===== config.mk =====
export PLATFORM = sky130hd
export DESIGN_NAME = cidr_destination_packet_filter
export DESIGN_NICKNAME = d
export VERILOG_FILES = /design/src/design/cdpf_pkg.sv /design/src/design/cdpf_ram.sv /design/src/design/cdpf_front.sv /design/src/design/cdpf_queue.sv /design/src/design/cdpf_back.sv /design/src/design/cidr_destination_packet_filter.sv
export SDC_FILE = /design/constraint.sdc
export NUM_CORES = 2
export LEC_CHECK = 0
export BUFFER_PORTS_ARGS = -buffer_cell sky130_fd_sc_hd__buf_4
export CELL_PAD_IN_SITES_DETAIL_PLACEMENT = 0
export CELL_PAD_IN_SITES_GLOBAL_PLACEMENT = 1
export CORE_UTILIZATION = 51
export DETAILED_ROUTE_END_ITERATION = 16
export GPL_TIMING_DRIVEN = 0
export PLACE_DENSITY_LB_ADDON = 0.1
export SLEW_MARGIN = 20
export SYNTH_ARGS = -nofsm -noshare
export SYNTH_HDL_FRONTEND = slang
export SYNTH_SLANG_ARGS = --single-unit

===== constraint.sdc =====
create_clock -name clk -period 7.89 [get_ports clk]
set_input_delay 1.1835 -clock clk [delete_from_list [all_inputs] [get_ports clk]]
set_output_delay 1.1835 -clock clk [all_outputs]
set_load 0.02 [all_outputs]

===== src/design/cdpf_pkg.sv =====
package cdpf_pkg;

  localparam int RANGES     = 16;
  localparam int ENTRY_W    = (RANGES > 1) ? $clog2(RANGES) : 1;
  localparam int CNT_W      = $clog2(RANGES + 1);
  localparam int WORDS      = 4;
  localparam int ADDR_DEPTH = RANGES * WORDS;
  localparam int QUEUE_DEPTH = 2;

  localparam logic OP_LOAD  = 1'b0;
  localparam logic OP_FRAME = 1'b1;

  localparam logic FAM_V4 = 1'b0;
  localparam logic FAM_V6 = 1'b1;

  localparam logic [5:0] POS_MAX      = 6'd63;
  localparam logic [5:0] ETH_OFF      = 6'd12;
  localparam logic [5:0] VLAN_ETH_OFF = 6'd16;
  localparam logic [5:0] BASE_PLAIN   = 6'd14;
  localparam logic [5:0] BASE_VLAN    = 6'd18;
  localparam logic [5:0] V4_DST_OFF   = 6'd16;
  localparam logic [5:0] V6_DST_OFF   = 6'd24;
  localparam logic [5:0] V4_DST_LEN   = 6'd4;
  localparam logic [5:0] V6_DST_LEN   = 6'd16;

  localparam logic [15:0] TYPE_VLAN = 16'h8100;
  localparam logic [15:0] TYPE_V4   = 16'h0800;
  localparam logic [15:0] TYPE_V6   = 16'h86DD;

  localparam logic [31:0] ALL_ONES = 32'hFFFF_FFFF;

  typedef enum logic [1:0] {
    KIND_REJECT,
    KIND_V4,
    KIND_V6
  } kind_t;

  // lookup job handed from parser to scanner
  typedef struct packed {
    kind_t                  kind;
    logic [WORDS-1:0][31:0] dest;
  } job_t;

  // per-entry attributes, one RAM word
  typedef struct packed {
    logic        family;
    logic [7:0]  prefix;
    logic [31:0] mask;
  } entry_t;

  typedef struct packed {
    logic               en;
    logic [ENTRY_W-1:0] entry;
    logic [1:0]         word;
    logic [31:0]        addr;
    entry_t             attr;
  } tbl_wr_t;

  typedef struct packed {
    logic [ENTRY_W-1:0] entry;
    logic [1:0]         word;
  } tbl_rd_t;

  typedef struct packed {
    logic scanning;
  } back_stat_t;

  // mask of one 32-bit word of an IPv6 prefix, word 0 most significant
  function automatic logic [31:0] prefix_word_mask(input logic [7:0] prefix,
                                                   input logic [1:0] w);
    logic [8:0] lo;
    logic [8:0] sh;
    logic [31:0] m;
    lo = {2'b00, w, 5'b00000};
    sh = lo + 9'd32 - {1'b0, prefix};
    if ({1'b0, prefix} <= lo) begin
      m = '0;
    end else if ({1'b0, prefix} >= lo + 9'd32) begin
      m = ALL_ONES;
    end else begin
      m = ALL_ONES << sh[4:0];
    end
    return m;
  endfunction

endpackage


===== src/design/cdpf_ram.sv =====
module cdpf_ram #(
  parameter int WIDTH = 32,
  parameter int DEPTH = 16
) (
  input  logic                     clk,
  input  logic                     we,
  input  logic [$clog2(DEPTH)-1:0] waddr,
  input  logic [WIDTH-1:0]         wdata,
  input  logic [$clog2(DEPTH)-1:0] raddr,
  output logic [WIDTH-1:0]         rdata
);

  logic [WIDTH-1:0] mem [DEPTH];

  always_ff @(posedge clk) begin
    if (we) begin
      mem[waddr] <= wdata;
    end
    rdata <= mem[raddr];
  end

endmodule


===== src/design/cdpf_front.sv =====
module cdpf_front import cdpf_pkg::*; (
  input  logic        clk,
  input  logic        rst,
  input  logic        in_valid,
  output logic        in_ready,
  input  logic        operation,
  input  logic [3:0]  entry_index,
  input  logic        entry_family,
  input  logic [1:0]  word_select,
  input  logic [31:0] addr_word,
  input  logic [31:0] v4_mask,
  input  logic [7:0]  v6_prefix,
  input  logic [7:0]  frame_byte,
  input  logic        frame_last,
  input  logic        q_full,
  input  logic        q_empty,
  input  back_stat_t  bk_stat,
  output logic        q_push,
  output job_t        q_job,
  output tbl_wr_t     tbl_wr
);

  logic [5:0]             pos;
  logic                   vlan;
  logic [15:0]            etype;
  logic [WORDS-1:0][31:0] dest;

  logic [5:0]             pos_next;
  logic                   vlan_next;
  logic [15:0]            etype_next;
  logic [WORDS-1:0][31:0] dest_next;
  logic [5:0]             base;
  logic [5:0]             off;
  logic [5:0]             v6_off;
  logic                   fire;
  kind_t                  kind;

  // loads wait until no lookup is pending so a frame sees the table as of its last beat
  assign in_ready = (operation == OP_FRAME) ? (!frame_last || !q_full)
                                            : (q_empty && !bk_stat.scanning);
  assign fire = in_valid && in_ready;

  always_comb begin
    etype_next = etype;
    vlan_next  = vlan;
    if (pos == ETH_OFF) begin
      etype_next = {frame_byte, 8'h00};
    end else if (pos == ETH_OFF + 6'd1) begin
      etype_next = {etype[15:8], frame_byte};
      vlan_next  = ({etype[15:8], frame_byte} == TYPE_VLAN);
    end else if (vlan && pos == VLAN_ETH_OFF) begin
      etype_next = {frame_byte, 8'h00};
    end else if (vlan && pos == VLAN_ETH_OFF + 6'd1) begin
      etype_next = {etype[15:8], frame_byte};
    end

    base   = vlan_next ? BASE_VLAN : BASE_PLAIN;
    off    = pos - base;   // wraps high before the payload, outside both windows
    v6_off = off - V6_DST_OFF;

    dest_next = dest;
    if (etype_next == TYPE_V4 && off >= V4_DST_OFF && off < V4_DST_OFF + V4_DST_LEN) begin
      dest_next[0] = {dest[0][23:0], frame_byte};
    end
    if (etype_next == TYPE_V6 && off >= V6_DST_OFF && off < V6_DST_OFF + V6_DST_LEN) begin
      dest_next[v6_off[3:2]] = {dest[v6_off[3:2]][23:0], frame_byte};
    end

    pos_next = (pos == POS_MAX) ? POS_MAX : pos + 6'd1;

    if (etype_next == TYPE_V4 && pos_next >= base + V4_DST_OFF + V4_DST_LEN) begin
      kind = KIND_V4;
    end else if (etype_next == TYPE_V6 && pos_next >= base + V6_DST_OFF + V6_DST_LEN) begin
      kind = KIND_V6;
    end else begin
      kind = KIND_REJECT;
    end
  end

  assign q_push     = fire && operation == OP_FRAME && frame_last;
  assign q_job.kind = kind;
  assign q_job.dest = dest_next;

  assign tbl_wr.en          = fire && operation == OP_LOAD && (32'(entry_index) < RANGES);
  assign tbl_wr.entry       = ENTRY_W'(entry_index);
  assign tbl_wr.word        = word_select;
  assign tbl_wr.addr        = addr_word;
  assign tbl_wr.attr.family = entry_family;
  assign tbl_wr.attr.prefix = v6_prefix;
  assign tbl_wr.attr.mask   = v4_mask;

  always_ff @(posedge clk) begin
    if (rst) begin
      pos   <= '0;
      vlan  <= 1'b0;
      etype <= '0;
      dest  <= '0;
    end else if (fire && operation == OP_FRAME) begin
      if (frame_last) begin
        pos   <= '0;
        vlan  <= 1'b0;
        etype <= '0;
        dest  <= '0;
      end else begin
        pos   <= pos_next;
        vlan  <= vlan_next;
        etype <= etype_next;
        dest  <= dest_next;
      end
    end
  end

endmodule


===== src/design/cdpf_queue.sv =====
module cdpf_queue import cdpf_pkg::*; (
  input  logic clk,
  input  logic rst,
  input  logic push,
  input  job_t push_job,
  input  logic pop,
  output job_t head,
  output logic full,
  output logic empty
);

  localparam int PTR_W = (QUEUE_DEPTH > 1) ? $clog2(QUEUE_DEPTH) : 1;
  localparam int CNT_QW = $clog2(QUEUE_DEPTH + 1);

  job_t              slots [QUEUE_DEPTH];
  logic [PTR_W-1:0]  wr_ptr;
  logic [PTR_W-1:0]  rd_ptr;
  logic [CNT_QW-1:0] count;

  assign full  = (count == CNT_QW'(QUEUE_DEPTH));
  assign empty = (count == '0);
  assign head  = slots[rd_ptr];

  always_ff @(posedge clk) begin
    if (push) begin
      slots[wr_ptr] <= push_job;
    end
  end

  always_ff @(posedge clk) begin
    if (rst) begin
      wr_ptr <= '0;
      rd_ptr <= '0;
      count  <= '0;
    end else begin
      if (push) begin
        wr_ptr <= (wr_ptr == PTR_W'(QUEUE_DEPTH - 1)) ? '0 : wr_ptr + PTR_W'(1);
      end
      if (pop) begin
        rd_ptr <= (rd_ptr == PTR_W'(QUEUE_DEPTH - 1)) ? '0 : rd_ptr + PTR_W'(1);
      end
      if (push && !pop) begin
        count <= count + CNT_QW'(1);
      end else if (pop && !push) begin
        count <= count - CNT_QW'(1);
      end
    end
  end

endmodule


===== src/design/cdpf_back.sv =====
module cdpf_back import cdpf_pkg::*; (
  input  logic        clk,
  input  logic        rst,
  input  logic [4:0]  used_ranges,
  input  logic        q_empty,
  input  job_t        q_head,
  output logic        q_pop,
  output tbl_rd_t     tbl_rd,
  input  logic [31:0] addr_rdata,
  input  entry_t      ent_rdata,
  output back_stat_t  bk_stat,
  output logic        out_valid,
  input  logic        out_ready,
  output logic        accept
);

  typedef enum logic [1:0] {
    S_IDLE,
    S_SCAN,
    S_DONE
  } state_t;

  state_t                 state;
  kind_t                  job_kind;
  logic [WORDS-1:0][31:0] job_dest;
  logic [CNT_W-1:0]       n_reg;
  logic [CNT_W-1:0]       ei;
  logic [1:0]             wi;
  logic                   issuing;
  logic                   rd_valid;
  logic [1:0]             rd_word;
  logic                   run;
  logic                   hit;

  logic [CNT_W-1:0] n_eff;
  logic [31:0]      cur_mask;
  logic [31:0]      cur_dest;
  logic             match;
  logic             run_now;
  logic             hit_now;
  logic             last_issue;

  assign n_eff = (32'(used_ranges) > RANGES) ? CNT_W'(RANGES) : CNT_W'(used_ranges);

  assign q_pop            = (state == S_IDLE) && !q_empty;
  assign tbl_rd.entry     = ei[ENTRY_W-1:0];
  assign tbl_rd.word      = wi;
  assign bk_stat.scanning = (state == S_SCAN);

  assign last_issue = (ei + CNT_W'(1) == n_reg) && (job_kind == KIND_V4 || wi == 2'd3);

  always_comb begin
    cur_mask = (job_kind == KIND_V6) ? prefix_word_mask(ent_rdata.prefix, rd_word)
                                     : ent_rdata.mask;
    cur_dest = job_dest[rd_word];
    match    = ((cur_dest ^ addr_rdata) & cur_mask) == '0;
    run_now  = (rd_word == 2'd0 || run) && match;
    if (job_kind == KIND_V6) begin
      hit_now = ent_rdata.family == FAM_V6 && rd_word == 2'd3 && run_now;
    end else begin
      hit_now = ent_rdata.family == FAM_V4 && match;
    end
  end

  always_ff @(posedge clk) begin
    if (rst) begin
      state     <= S_IDLE;
      issuing   <= 1'b0;
      rd_valid  <= 1'b0;
      hit       <= 1'b0;
      out_valid <= 1'b0;
    end else begin
      if (state == S_DONE && (!out_valid || out_ready)) begin
        out_valid <= 1'b1;
        accept    <= hit;
      end else if (out_ready) begin
        out_valid <= 1'b0;
      end
      case (state)
        S_IDLE: begin
          if (!q_empty) begin
            job_kind <= q_head.kind;
            job_dest <= q_head.dest;
            n_reg    <= n_eff;
            ei       <= '0;
            wi       <= '0;
            hit      <= 1'b0;
            if (q_head.kind == KIND_REJECT || n_eff == '0) begin
              state <= S_DONE;
            end else begin
              issuing <= 1'b1;
              state   <= S_SCAN;
            end
          end
        end
        S_SCAN: begin
          // read issued this beat, compared the next
          rd_valid <= issuing;
          rd_word  <= wi;
          if (issuing) begin
            if (last_issue) begin
              issuing <= 1'b0;
            end
            if (job_kind == KIND_V6 && wi != 2'd3) begin
              wi <= wi + 2'd1;
            end else begin
              wi <= 2'd0;
              ei <= ei + CNT_W'(1);
            end
          end
          if (rd_valid) begin
            run <= run_now;
            if (hit_now) begin
              hit <= 1'b1;
            end
          end
          if (!issuing && !rd_valid) begin
            state <= S_DONE;
          end
        end
        S_DONE: begin
          if (!out_valid || out_ready) begin
            state <= S_IDLE;
          end
        end
        default: begin
          state <= S_IDLE;
        end
      endcase
    end
  end

endmodule


===== src/design/cidr_destination_packet_filter.sv =====
// Frame beats are taken one per cycle, but a last beat waits while the lookup queue is full;
// a load beat is taken once no lookup is pending. The result of an IPv4 or IPv6 frame follows
// a scan of the N entries in use (four words each for IPv6), one word at a time through the
// single read port of the address RAM; other frames give their result without a scan.
// The next frame's bytes stream in while the table scan runs (two lookups may queue).
// rst is synchronous; it clears the parser, queue, scanner and entry count, not the table.
module cidr_destination_packet_filter import cdpf_pkg::*; (
  input  logic        clk,
  input  logic        rst,
  input  logic        cfg_we,
  input  logic [4:0]  cfg_wdata,
  input  logic        in_valid,
  output logic        in_ready,
  input  logic        operation,
  input  logic [3:0]  entry_index,
  input  logic        entry_family,
  input  logic [1:0]  word_select,
  input  logic [31:0] addr_word,
  input  logic [31:0] v4_mask,
  input  logic [7:0]  v6_prefix,
  input  logic [7:0]  frame_byte,
  input  logic        frame_last,
  output logic        out_valid,
  input  logic        out_ready,
  output logic        accept
);

  logic [4:0]  used_ranges;
  logic        q_push;
  logic        q_pop;
  logic        q_full;
  logic        q_empty;
  job_t        q_job;
  job_t        q_head;
  tbl_wr_t     tbl_wr;
  tbl_rd_t     tbl_rd;
  back_stat_t  bk_stat;
  logic [31:0] addr_rdata;
  entry_t      ent_rdata;

  always_ff @(posedge clk) begin
    if (rst) begin
      used_ranges <= '0;
    end else if (cfg_we) begin
      used_ranges <= cfg_wdata;
    end
  end

  cdpf_front u_front (
    .clk          (clk),
    .rst          (rst),
    .in_valid     (in_valid),
    .in_ready     (in_ready),
    .operation    (operation),
    .entry_index  (entry_index),
    .entry_family (entry_family),
    .word_select  (word_select),
    .addr_word    (addr_word),
    .v4_mask      (v4_mask),
    .v6_prefix    (v6_prefix),
    .frame_byte   (frame_byte),
    .frame_last   (frame_last),
    .q_full       (q_full),
    .q_empty      (q_empty),
    .bk_stat      (bk_stat),
    .q_push       (q_push),
    .q_job        (q_job),
    .tbl_wr       (tbl_wr)
  );

  cdpf_queue u_queue (
    .clk      (clk),
    .rst      (rst),
    .push     (q_push),
    .push_job (q_job),
    .pop      (q_pop),
    .head     (q_head),
    .full     (q_full),
    .empty    (q_empty)
  );

  cdpf_ram #(
    .WIDTH (32),
    .DEPTH (ADDR_DEPTH)
  ) u_addr_ram (
    .clk   (clk),
    .we    (tbl_wr.en),
    .waddr ({tbl_wr.entry, tbl_wr.word}),
    .wdata (tbl_wr.addr),
    .raddr ({tbl_rd.entry, tbl_rd.word}),
    .rdata (addr_rdata)
  );

  cdpf_ram #(
    .WIDTH ($bits(entry_t)),
    .DEPTH (RANGES)
  ) u_entry_ram (
    .clk   (clk),
    .we    (tbl_wr.en),
    .waddr (tbl_wr.entry),
    .wdata (tbl_wr.attr),
    .raddr (tbl_rd.entry),
    .rdata (ent_rdata)
  );

  cdpf_back u_back (
    .clk         (clk),
    .rst         (rst),
    .used_ranges (used_ranges),
    .q_empty     (q_empty),
    .q_head      (q_head),
    .q_pop       (q_pop),
    .tbl_rd      (tbl_rd),
    .addr_rdata  (addr_rdata),
    .ent_rdata   (ent_rdata),
    .bk_stat     (bk_stat),
    .out_valid   (out_valid),
    .out_ready   (out_ready),
    .accept      (accept)
  );

  a_no_push_full: assert property (@(posedge clk) disable iff (rst) q_push |-> !q_full)
    else $error("lookup queue overflow");

  a_no_pop_empty: assert property (@(posedge clk) disable iff (rst) q_pop |-> !q_empty)
    else $error("lookup queue underflow");

  a_no_load_in_scan: assert property (@(posedge clk) disable iff (rst)
    tbl_wr.en |-> (!bk_stat.scanning && q_empty))
    else $error("table written while a lookup is pending");

endmodule


==> impl_results.md <==
* Max Clk Rate at 156 MHz
* Detailed-route vias per instance at 6.26
* H-tree depth at 5
* Ys Warns at 0
* Fillers at 17800
* DRC viols at 0
* Max reg flops at 2048
* Critical Path Start: frame_byte[1]
* I/O pin total at 102
* Starting Density at 0.515
* GRT overflow at 0
* Final hold viol count at 0
* Largest Register: u_addr_ram.mem
* Gates resized, CTS repair at 0
* Syn Std Cell Area at 128000 sq um
* CP Class: input pin to flop
* Highest-count cells in the layout ignoring fill and taps: edfxtp_1 (3110), mux4_2 (909), clkbuf_16 (360)
* WP data arrival at 7.26 ns
* Max-capacitance violation count at 0
* Setup crit end kind: flop
* Power per cell area at 293 nW/um^2
* Status: complete, no violations
* Postcts setup bufs at 0
* Clk Latency, worst-skew pair at 0.97 ns
* Synth Register Bits at 3350
* Num rows at 183
* Initial antenna violation count at 45
* P&R area growth vs syn at 15.8%
* Hold WC Path Type: flop to flop
* GPL Wtd Cong at 0.883
* Slew of the pin with the lowest slew margin at 1.22 ns
* # port buffers at 99
* Largest net degree at the start of global routing at 65
* Leakage at 47.1 nW
* Top FF cell, synth: edfxtp_1
* Asr flop ratio synth at 0
* Setup TNS at 0 ns
* Register-to-Register Path Depth at 15
* Syn nets at 5988
* EDFF count, synth at 3110
* ANT nets after route at 0
* Die W at 504 um
* Global Route Usage Sum at 0.284
* TritonCTS Buffers at 355
* Total power draw at 0.0436 W
* CTS tree: done
* Largest buffer count on any clock path at 4
* RSZ-0062 raised after global routing: false
* R2r endpoint: u_back.run
* CP Max Fanout at 10
* Slew headroom at 0.187
* Min Tclk post-route at 6.41 ns
* WL final at 355000 um
* Setup Viol. Count Final at 0
* Router iterations before antenna repair at 5
* Clock root buffer: clkbuf_16
* DP Area at 138000 sq um
* Ratio of final minimum period to clock period at 0.813
* Starting DRT DRC Count at 7222
* Dpl cells at 9468
* Global-route wire length before repair at 495000 um
* Post-route core utilization at 0.596
* R2R Setup Slk at 2.01 ns
* CORE AREA at 249000 sq um
* Reg clk slew, reported paths at 0.06 ns
* Hold-fix buffers, CTS at 0
* Share of post-route cells with drive strength above 1 at 0.298
* Vias in the first global route at 63800
* Setup crit end: u_front.dest[91]
* Worst Path Required at 8.74 ns
* Die area at 254000 sq um
* Post-route cell area at 149000 sq um
* Max Slew Vio Count at 0
* Worst vdd ir at 0.339 mV
* DP HPWL at 240000 um
* Synth Area per Inst at 21.9 sq um
* Non-filler cells, final at 10100
* Commonest non-fill, non-tap cell in the layout: edfxtp_1
* Post-Syn Instances at 5864
* Total clock sinks at 3350
* Hold path depth at 0
* WL/cell at 35.2 um
* Die H at 504 um
* Crit Reg-Reg Startpoint: u_back.rd_word[0]
* Final #Nets at 6622
* Largest registers: u_addr_ram.mem x2048, u_entry_ram.mem x656, u_queue.slots x260
* Critical path startpoint category: input pin
* Sequential-to-total area share from yosys stat at 0.765
* Clock skew at 0.0700 ns
* Via Count at 63300
* Netlist cell types at 65
## Yosys cell counts (4+ instances only)
master,instances,area share
or2_2,4,0.00020
mux2_2,154,0.014
buf_1,92,0.0027
or4_1,7,0.00041
mux2i_1,32,0.0025
mux4_2,909,0.16
nand3b_1,5,0.00029
xor2_1,23,0.0016
mux2_4,8,0.00094
nand3_1,42,0.0016
edfxtp_1,3110,0.73
dfxtp_1,240,0.037
a211oi_1,4,0.00023
nor4_1,15,0.00073
nand2_1,245,0.0072
nor4b_1,5,0.00034
nor3b_1,5,0.00029
a221oi_1,6,0.00041
or3_1,5,0.00024
and3_1,6,0.00029
a22oi_1,31,0.0018
and2_1,4,0.00020
ha_1,24,0.0023
nor3_1,17,0.00066
a31oi_1,7,0.00034
o21a_1,27,0.0016
o22ai_1,4,0.00020
a21oi_1,58,0.0023
nand4_1,15,0.00073
nand2b_1,12,0.00059
nor2_1,176,0.0051
buf_2,8,0.00031
nor2b_1,11,0.00054
a22o_1,120,0.0082
inv_1,31,0.00091
xnor2_1,28,0.0019
o21ai_0,117,0.0046
clkbuf_1,220,0.0064
## worst min-delay path by stage
| stage | startpoint | to | slack [ns] |
|---|---|---|---|
| floorplan | u_back.hit | u_back.accept | 0.40 |
| global placement | u_back.hit | u_back.accept | 0.44 |
| detailed placement | u_back.hit | u_back.accept | 0.44 |
| CTS | cfg_wdata[4] | used_ranges[4] | 0.44 |
| global route | cfg_wdata[4] | used_ranges[4] | 0.46 |
| finish | u_back.hit | u_back.accept | 0.45 |
## cell type report
cell class                 instances  area [sq um]  share of cell area
clock buffer                     458          9510              0.0640
clock inverter                   161          1280             0.00864
buffer                           321          1330             0.00893
tap                             3330          4170              0.0280
sequential                      3350         98200               0.661
antenna                           16          40.0            0.000270
timing repair buffer             277          4530              0.0305
multi-input combinational       2162         29400               0.198
inverter                          31           116            0.000783
## routing by layer
| layer | vias to the layer above | wire [um] | track usage | share of wire |
|---|---|---|---|---|
| met4 | 38 | 12100 | 0.0907 | 0.034 |
| met1 | 34200 | 141000 | 0.387 | 0.40 |
| met5 | - | 249 | 0 | 0.00070 |
| li1 | 25900 | - | - | - |
| met2 | 2599 | 175000 | 0.467 | 0.49 |
| met3 | 547 | 26500 | 0.0531 | 0.075 |
## worst max-delay path, cell delays in order
cell	delay [ns]
buf_4	0.14
nor4_1	0.59
nor4b_1	0.65
nand4_1	0.23
mux2i_1	0.52
inv_1	0.22
fa_1	0.48
xor2_1	0.62
clkbuf_1	0.61
nand4_1	0.28
nor3_1	0.91
clkbuf_1	0.57
a22o_1	0.22
## per-stage QoR
| step | worst slack, ns | hold WS, ns |
|---|---|---|
| after global placement | -4.74 | 0.438 |
| after global routing | 1.34 | 0.463 |
| after floorplan | 0.0617 | 0.400 |
| after CTS | 1.60 | 0.442 |
| final | 1.48 | 0.451 |
| after detailed placement | 0.667 | 0.436 |
## where the power goes
part,internal [W],switching [W],leakage [nW]
logic,0.00299,0.00454,11.8
clock network,0.00906,0.00668,5.29
registers,0.0200,0.000312,30.1
total,0.0320,0.0115,47.1
## cell families (layout without fill, tap and decap cells)
kind of cell,Yosys count,count (layout),synth area share
buffers and inverters,352,1248,0.0104
flip-flops,3350,3350,0.765
XOR/XNOR,51,51,0.00348
multiplexers,1103,1103,0.177
adder cells (fa/ha/maj),25,25,0.00250
other,0,16,0
AND/OR/NAND/NOR,580,580,0.0199
AO/OA/AOI/OAI,403,403,0.0218
No activity file was read; power rests on OpenSTA's default activity.
